## config.mk

```make
export PLATFORM = sky130hd
export DESIGN_NAME = char_lcd_nibble_port_driver
export DESIGN_NICKNAME = d
export VERILOG_FILES = /design/src/rtl/core/clnp_pkg.sv /design/src/rtl/core/clnp_cursor.sv /design/src/rtl/core/clnp_sequencer.sv /design/src/rtl/core/char_lcd_nibble_port_driver.sv
export SDC_FILE = /design/constraint.sdc
export NUM_CORES = 1
export LEC_CHECK = 0
export BUFFER_PORTS_ARGS = -buffer_cell sky130_fd_sc_hd__clkbuf_2
export CAP_MARGIN = 40
export CORE_MARGIN = 4
export CORE_UTILIZATION = 59
export DETAILED_ROUTE_END_ITERATION = 10
export GPL_TIMING_DRIVEN = 1
export PLACE_DENSITY = 0.81
export SETUP_SLACK_MARGIN = 0.15
export SYNTH_ARGS = -nofsm -noshare
export SYNTH_HDL_FRONTEND = slang
export SYNTH_SLANG_ARGS = --single-unit
```

## constraint.sdc

```tcl
create_clock -name clk_i -period 3.03 [get_ports clk_i]
set_input_delay 0.1515 -clock clk_i [delete_from_list [all_inputs] [get_ports clk_i]]
set_output_delay 0.1515 -clock clk_i [all_outputs]
set_load 0.02 [all_outputs]
```

## src/rtl/core/clnp_pkg.sv

```systemverilog
// ----------------------------------------------------------------------------
// clnp_pkg
// Types, constants and helper functions for the character LCD nibble port
// driver.
// ----------------------------------------------------------------------------
`default_nettype none

package clnp_pkg;

  // Port image bits
  localparam logic [7:0] RS_BIT        = 8'h01;
  localparam logic [7:0] RS_CLEAR_MASK = 8'hFE;
  localparam logic [7:0] EN_BIT        = 8'h02;
  localparam logic [7:0] EN_CLEAR_MASK = 8'hFD;
  localparam logic [7:0] LED0_BIT      = 8'h04;
  localparam logic [7:0] LED1_BIT      = 8'h08;
  localparam logic [7:0] DATA_MASK     = 8'hF0;
  localparam logic [7:0] CTRL_MASK     = 8'h0F;

  // LCD commands
  localparam logic [7:0] CMD_DDRAM = 8'h80;
  localparam logic [7:0] CMD_CLEAR = 8'h01;

  localparam logic [6:0] LINE_COLUMNS = 7'd40;
  localparam logic [2:0] LINE_COUNT_RESET = 3'd2;

  // Steps in one byte write
  localparam logic [3:0] BYTE_STEPS = 4'd7;
  localparam logic [3:0] LAST_STEP_LED   = 4'd0;
  localparam logic [3:0] LAST_STEP_BYTE  = 4'd6;
  localparam logic [3:0] LAST_STEP_GOTO  = 4'd13;

  typedef enum logic [2:0] {
    FUNC_CMD        = 3'd0,
    FUNC_DATA       = 3'd1,
    FUNC_CHAR       = 3'd2,
    FUNC_GOTO       = 3'd3,
    FUNC_CLEAR      = 3'd4,
    FUNC_LED_ON     = 3'd5,
    FUNC_LED_OFF    = 3'd6,
    FUNC_LED_TOGGLE = 3'd7
  } func_e;

  typedef enum logic [1:0] {
    LED_SET = 2'd0,
    LED_CLR = 2'd1,
    LED_TGL = 2'd2
  } led_op_e;

  typedef struct packed {
    func_e      func;
    logic [7:0] value;
    logic [5:0] col;
    logic [1:0] row;
    logic       led_select;
  } in_item_t;

  typedef struct packed {
    logic [7:0] port_value;
    logic       last;
  } out_item_t;

  // Run descriptor handed from decode to the sequencer
  typedef struct packed {
    logic       is_led;
    led_op_e    led_op;
    logic [7:0] led_mask;
    logic       rs;
    logic [7:0] byte1;
    logic       has_goto;
    logic [7:0] byte2;
  } run_t;

  function automatic logic [7:0] row_offset(input logic [1:0] row);
    logic [7:0] off;
    unique case (row)
      2'd0:    off = 8'h00;
      2'd1:    off = 8'h40;
      2'd2:    off = 8'h14;
      default: off = 8'h54;
    endcase
    return off;
  endfunction

  // Port image for one step of a byte write
  function automatic logic [7:0] byte_image(input logic [7:0] img,
                                            input logic [2:0] sub,
                                            input logic       rs,
                                            input logic [7:0] data);
    logic [7:0] res;
    case (sub)
      3'd0:    res = img & EN_CLEAR_MASK;
      3'd1:    res = rs ? (img | RS_BIT) : (img & RS_CLEAR_MASK);
      3'd2:    res = img | EN_BIT;
      3'd3:    res = ({data[7:4], 4'h0} & DATA_MASK) | (img & CTRL_MASK);
      3'd4:    res = img & EN_CLEAR_MASK;
      3'd5:    res = img | EN_BIT;
      3'd6:    res = ({data[3:0], 4'h0} & DATA_MASK) | (img & CTRL_MASK);
      default: res = img;
    endcase
    return res;
  endfunction

endpackage

`default_nettype wire

```

## src/rtl/core/clnp_cursor.sv

```systemverilog
// ----------------------------------------------------------------------------
// clnp_cursor
// Cursor tracking and item decode: turns an accepted item into a run
// descriptor and updates the cursor column and row.
// ----------------------------------------------------------------------------
`default_nettype none

module clnp_cursor
  import clnp_pkg::*;
(
  input  wire logic       clk_i,
  input  wire logic       rst_ni,
  input  wire logic       accept_i,
  input  wire in_item_t   item_i,
  input  wire logic [2:0] line_count_i,
  output run_t            run_o
);

  logic [5:0] col_q, col_d;
  logic [1:0] row_q, row_d;
  logic [6:0] next_col;
  logic [2:0] next_row;

  always_comb begin
    next_col = {1'b0, col_q} + 7'd1;
    next_row = {1'b0, row_q} + 3'd1;
    if (next_row >= line_count_i) begin
      next_row = 3'd0;
    end

    run_o          = '0;
    run_o.led_mask = item_i.led_select ? LED1_BIT : LED0_BIT;
    col_d          = col_q;
    row_d          = row_q;

    unique case (item_i.func)
      FUNC_CMD: begin
        run_o.byte1 = item_i.value;
      end
      FUNC_DATA: begin
        run_o.rs    = 1'b1;
        run_o.byte1 = item_i.value;
      end
      FUNC_CHAR: begin
        run_o.rs    = 1'b1;
        run_o.byte1 = item_i.value;
        if (next_col >= LINE_COLUMNS) begin
          run_o.has_goto = 1'b1;
          run_o.byte2    = CMD_DDRAM | row_offset(next_row[1:0]);
          col_d          = 6'd0;
          row_d          = next_row[1:0];
        end else begin
          col_d = next_col[5:0];
        end
      end
      FUNC_GOTO: begin
        run_o.byte1 = CMD_DDRAM | (row_offset(item_i.row) + {2'b00, item_i.col});
        col_d       = item_i.col;
        row_d       = item_i.row;
      end
      FUNC_CLEAR: begin
        run_o.byte1 = CMD_CLEAR;
        col_d       = 6'd0;
        row_d       = 2'd0;
      end
      FUNC_LED_ON: begin
        run_o.is_led = 1'b1;
        run_o.led_op = LED_SET;
      end
      FUNC_LED_OFF: begin
        run_o.is_led = 1'b1;
        run_o.led_op = LED_CLR;
      end
      FUNC_LED_TOGGLE: begin
        run_o.is_led = 1'b1;
        run_o.led_op = LED_TGL;
      end
      default: begin
        run_o.is_led = 1'b1;
        run_o.led_op = LED_TGL;
      end
    endcase
  end

  always_ff @(posedge clk_i or negedge rst_ni) begin
    if (!rst_ni) begin
      col_q <= '0;
      row_q <= '0;
    end else if (accept_i) begin
      col_q <= col_d;
      row_q <= row_d;
    end
  end

endmodule

`default_nettype wire

```

## src/rtl/core/clnp_sequencer.sv

```systemverilog
// ----------------------------------------------------------------------------
// clnp_sequencer
// Holds the current run, steps through its port images one per cycle while
// the output is not stalled, and keeps the port image and output register.
// ----------------------------------------------------------------------------
`default_nettype none

module clnp_sequencer
  import clnp_pkg::*;
(
  input  wire logic      clk_i,
  input  wire logic      rst_ni,
  input  wire logic      in_valid_i,
  output logic           in_ready_o,
  input  wire run_t      run_i,
  output logic           out_valid_o,
  input  wire logic      out_ready_i,
  output out_item_t      out_data_o
);

  run_t       run_q;
  logic       busy_q;
  logic [3:0] step_q;
  logic [7:0] img_q, img_d;
  logic       out_valid_q;
  out_item_t  out_data_q;

  logic       advance;
  logic       last_step;
  logic [3:0] last_idx;
  logic [3:0] sub;
  logic       second;
  logic       accept;

  always_comb begin
    if (run_q.is_led) begin
      last_idx = LAST_STEP_LED;
    end else if (run_q.has_goto) begin
      last_idx = LAST_STEP_GOTO;
    end else begin
      last_idx = LAST_STEP_BYTE;
    end
    last_step = (step_q == last_idx);
    advance   = busy_q && (!out_valid_q || out_ready_i);
    second    = (step_q >= BYTE_STEPS);
    sub       = second ? (step_q - BYTE_STEPS) : step_q;

    if (run_q.is_led) begin
      unique case (run_q.led_op)
        LED_SET: img_d = img_q | run_q.led_mask;
        LED_CLR: img_d = img_q & ~run_q.led_mask;
        LED_TGL: img_d = img_q ^ run_q.led_mask;
        default: img_d = img_q;
      endcase
    end else if (second) begin
      img_d = byte_image(img_q, sub[2:0], 1'b0, run_q.byte2);
    end else begin
      img_d = byte_image(img_q, sub[2:0], run_q.rs, run_q.byte1);
    end
  end

  assign in_ready_o  = !busy_q || (advance && last_step);
  assign accept      = in_valid_i && in_ready_o;
  assign out_valid_o = out_valid_q;
  assign out_data_o  = out_data_q;

  always_ff @(posedge clk_i or negedge rst_ni) begin
    if (!rst_ni) begin
      busy_q <= 1'b0;
      step_q <= '0;
      run_q  <= '0;
    end else if (accept) begin
      busy_q <= 1'b1;
      step_q <= '0;
      run_q  <= run_i;
    end else if (advance) begin
      if (last_step) begin
        busy_q <= 1'b0;
      end else begin
        step_q <= step_q + 4'd1;
      end
    end
  end

  always_ff @(posedge clk_i or negedge rst_ni) begin
    if (!rst_ni) begin
      img_q       <= '0;
      out_valid_q <= 1'b0;
    end else if (advance) begin
      img_q       <= img_d;
      out_valid_q <= 1'b1;
    end else if (out_ready_i) begin
      out_valid_q <= 1'b0;
    end
  end

  always_ff @(posedge clk_i) begin
    if (advance) begin
      out_data_q.port_value <= img_d;
      out_data_q.last       <= last_step;
    end
  end

endmodule

`default_nettype wire

```

## src/rtl/core/char_lcd_nibble_port_driver.sv

```systemverilog
// ----------------------------------------------------------------------------
// char_lcd_nibble_port_driver
// Character LCD driver in 4-bit mode through one 8-bit port image, with
// cursor tracking, line wrap and LED control.
// ----------------------------------------------------------------------------
// An item is loaded into the run register, its first port image then into
// the output register. One port image per cycle while the output is not
// stalled; an item yields 1 (LED), 7 (byte, goto, clear) or 14 (tracked
// character with wrap) port images, set by the step counter of the run
// sequencer. The next item is taken while the last image of the current
// run is loaded. Reset clears image and cursor and sets line count to 2.
`default_nettype none

module char_lcd_nibble_port_driver
  import clnp_pkg::*;
(
  input  wire logic       clk_i,
  input  wire logic       rst_ni,
  input  wire logic       cfg_valid_i,
  output logic            cfg_ready_o,
  input  wire logic [2:0] cfg_data_i,
  input  wire logic       in_valid_i,
  output logic            in_ready_o,
  input  wire in_item_t   in_data_i,
  output logic            out_valid_o,
  input  wire logic       out_ready_i,
  output out_item_t       out_data_o
);

  logic [2:0] line_count_q;
  run_t       run;
  logic       accept;

  assign cfg_ready_o = 1'b1;
  assign accept      = in_valid_i && in_ready_o;

  always_ff @(posedge clk_i or negedge rst_ni) begin
    if (!rst_ni) begin
      line_count_q <= LINE_COUNT_RESET;
    end else if (cfg_valid_i && cfg_ready_o) begin
      line_count_q <= cfg_data_i;
    end
  end

  clnp_cursor u_cursor (
    .clk_i        (clk_i),
    .rst_ni       (rst_ni),
    .accept_i     (accept),
    .item_i       (in_data_i),
    .line_count_i (line_count_q),
    .run_o        (run)
  );

  clnp_sequencer u_sequencer (
    .clk_i       (clk_i),
    .rst_ni      (rst_ni),
    .in_valid_i  (in_valid_i),
    .in_ready_o  (in_ready_o),
    .run_i       (run),
    .out_valid_o (out_valid_o),
    .out_ready_i (out_ready_i),
    .out_data_o  (out_data_o)
  );

  // an accepted transaction leads to valid output
  a_accept_to_out: assert property (@(posedge clk_i) disable iff (!rst_ni)
    accept |-> ##2 out_valid_o)
    else $error("no output after accepted transaction");

  // mid-run stall blocks new transactions
  a_stall_blocks_in: assert property (@(posedge clk_i) disable iff (!rst_ni)
    out_valid_o && !out_ready_i && !out_data_o.last |-> !in_ready_o)
    else $error("input taken while run stalled");

  // a run continues without gaps
  a_run_continues: assert property (@(posedge clk_i) disable iff (!rst_ni)
    out_valid_o && out_ready_i && !out_data_o.last |=> out_valid_o)
    else $error("gap inside a run");

endmodule

`default_nettype wire
```

==> out/metrics.yaml <==
powerDensity_nw_per_um2: 948.6
syn-num-nets: 388
rows: 27
syn_inst: 347
slew-limit-headroom: 0.5552
fin_setup_tns_ns: 0
synth_edf_count: 9
internal-power_w: 0.001997
final_cell_mix: "dfrtp_1, clkbuf_2, nand2_1"
utilization: 0.6667
nets: 419
cts.path.max_buffers: 2
place_congestion: 0.9165
vdd_drop_max_mv: 0.4887
ys_types: 76
finalHoldViolCount: 0
yosys_warnings: 0
wl_met1_um: 2957
overflow: 0
vias_per_cell: 5.909
final_common_cell: "dfrtp_1"
p_switching_w: 0.001464
cts_resized: 0
ys_seq_elements: 51
synth_area_um2: 3319
seq_power_share: 0.364
htree_levels: 2
max_freq_ghz: 0.3928
slew_viol_final: 0
io_pins: 40
finalCriticalPeriod_ns: 2.546
die_h_um: 83.01
cp_max_fo: 15
reg2reg_slack_ns: 0.48
drive_gt1_frac: 0.2084
maxCapViolCount: 0
initialDrtViolationCount: 215
die-area_um2: 6890
pwr-share-comb: 0.499
async_reset_ff_frac: 0.8235
cts.sinks: 51
num_antenna_cells: 0
startpoint_type: "flop"
clock_power_share: 0.137
regArea_um2: 1323
cts_buffers: 5
total_power_w: 0.003461
clk_latency_ns: 0.30
ant_nets: 0
ys.flop_type: "dfrtp_1"
met3_length_um: 324
dp_slack_ns: 0.5225
finalCritPeriodShare: 0.8401
coreArea_um2: 5473
skew_ns: 0.004671
crit_type: "flop to flop"
top_layer: "met4"
area_growth_pct: 9.913
cp-end-kind: "flop"
grt_pass1_vias: 2564
hpwl_um: 5048
switching_share: 0.4231
port_buffers: 38
start_util: 0.6065
cts_root_buf: "clkbuf_8"
avgSynthCellArea_um2: 9.566
run_status: "complete, no violations"
arrival_ns: 2.61
wl_met2_um: 3332
ys_seq_area_frac: 0.3984
track_usage: 0.1990
rsz0062_at_grt: "no"
setup_slack_ns: 0.4844
min_path_type: "input port to flop"
grt_pass1_wl_um: 11400
grt_start_max_net_pins: 23
fillCellCount: 458
first_pass_iters: 4
fp.dieW_um: 83.01
wire_per_inst_um: 14.86
drcViolationCount: 0
clkTransAtPathRegs_ns: 0.09
antenna_found_initial: 0
cts_tree: "done"
required_ns: 3.09
multi_input_area_um2: 1769
dr_total_vias: 2665
setup_viol_count_final: 0
wl_um: 6700
power.leakage_nw: 1.620
worst_slew_pin_slew_ns: 0.6672
[per-layer routing]
metal,vias to the layer above,global-route usage
li1,1310,-
met1,1286,0.2503
met2,60,0.3484
met3,9,0.04067
met4,0,0.05201
met5,-,0
[timing repair]
item                      in CTS  in global routing
hold buffers                   1                  0
buffers inserted               0                  0
hold endpoints to repair      21                  0
[kinds of logic after synthesis]
kind of cell	Yosys count	synth area share
other	1	0.001130
DFF	51	0.3984
AOI/OAI and AO/OA	102	0.2149
xor gates and xnor gates	10	0.02638
and+or+nand+nor	106	0.1760
adders and majority gates	13	0.04900
muxes	20	0.06558
buffers and inverters	44	0.06860
[flip-flops by register name (all words and copies together) (netlist names)]
name,cells
u_sequencer.step_q,4
u_cursor.row_q,2
u_cursor.col_q,6
u_sequencer.run_q,17
u_sequencer.out_valid_o,1
line_count_q,3
u_sequencer.busy_q,1
u_sequencer.out_data_o,9
u_sequencer.img_q,8
[synthesized netlist by cell type (all sizes together), types with 2 or more instances]
cell type | number | area, um2
nor2 | 22 | 82.58
xnor2 | 5 | 43.79
mux2i | 9 | 93.84
nand3 | 6 | 30.03
a21o | 3 | 22.52
or2 | 2 | 15.02
edfxtp | 9 | 270.3
a31oi | 2 | 12.51
o31ai | 8 | 73.82
ha | 13 | 162.7
dfrtp | 41 | 1026
or3b | 3 | 26.28
xor2 | 5 | 43.79
buf | 15 | 115.1
nand3b | 2 | 15.01
o2111ai | 2 | 17.52
nor3b | 3 | 27.52
a21oi | 24 | 131.4
o22ai | 9 | 75.08
a221oi | 2 | 23.77
mux2 | 11 | 123.9
a22oi | 3 | 22.52
nand4bb | 2 | 27.53
clkbuf | 7 | 30.03
a22o | 2 | 17.52
inv | 22 | 82.58
nand2b | 9 | 56.30
nor2b | 3 | 18.77
o21ai | 29 | 148.9
and2 | 3 | 18.77
nand4b | 3 | 26.28
nor3 | 3 | 20.02
nand2 | 36 | 137.6
o211ai | 6 | 50.05
[power groups by stage]
stage,clock (W),sequential [W],combinational [W]
floorplan,0,0.00124,0.00139
detailed placement,0,0.00127,0.00171
global route,0.000511,0.00130,0.00193
global placement,0,0.00126,0.00164
finish,0.000476,0.00126,0.00173
CTS,0.000486,0.00126,0.00173
[critical path, cell delays in order (launching register included)]
cell     delay, ns
dfrtp_1       0.51
ha_1          0.42
or3b_1        0.50
o22ai_2       0.27
mux2i_1       0.23
nor2b_1       0.07
mux2_1        0.29
[path summary, 6_finish.rpt]
path                                              startpoint                                   to  cells past startpoint
setup / recovery           u_sequencer.step_q[1]$_DFFE_PN0P_  u_sequencer.out_data_o[6]$_DFFE_PP_                      6
max in group asynchronous                             rst_ni          line_count_q[1]$_DFFE_PN1P_                      3
hold / removal                                  in_data_i[0]    u_sequencer.run_q[20]$_DFFE_PN0P_                      2
min in group asynchronous                             rst_ni     u_sequencer.img_q[1]$_DFFE_PN0P_                      2
hold reg to reg             u_sequencer.img_q[5]$_DFFE_PN0P_     u_sequencer.img_q[5]$_DFFE_PN0P_                      1
setup reg to reg           u_sequencer.step_q[1]$_DFFE_PN0P_  u_sequencer.out_data_o[6]$_DFFE_PP_                      6
[stage by stage]
stage / hold WS (ns) / area, um2 / std cells
final: 0.02944 / 3649 / 451
after global routing: 0.02477 / 3649 / 451
after floorplan: -0.1441 / 3319 / 347
after global placement: 0.3419 / 3500 / 441
after detailed placement: 0.2002 / 3527 / 442
after CTS: 0.03075 / 3649 / 451
[cell type report]
| cell class | instances | share of cell area |
|---|---|---|
| inverters | 22 | 0.02263 |
| clock inverters | 3 | 0.01166 |
| multi-input cells | 252 | 0.4849 |
| flip-flops and latches | 51 | 0.3625 |
| clock buffers | 5 | 0.01886 |
| well taps | 72 | 0.02469 |
| repair buffers | 46 | 0.07476 |
Note: power is estimated with default switching activity, not from simulation.
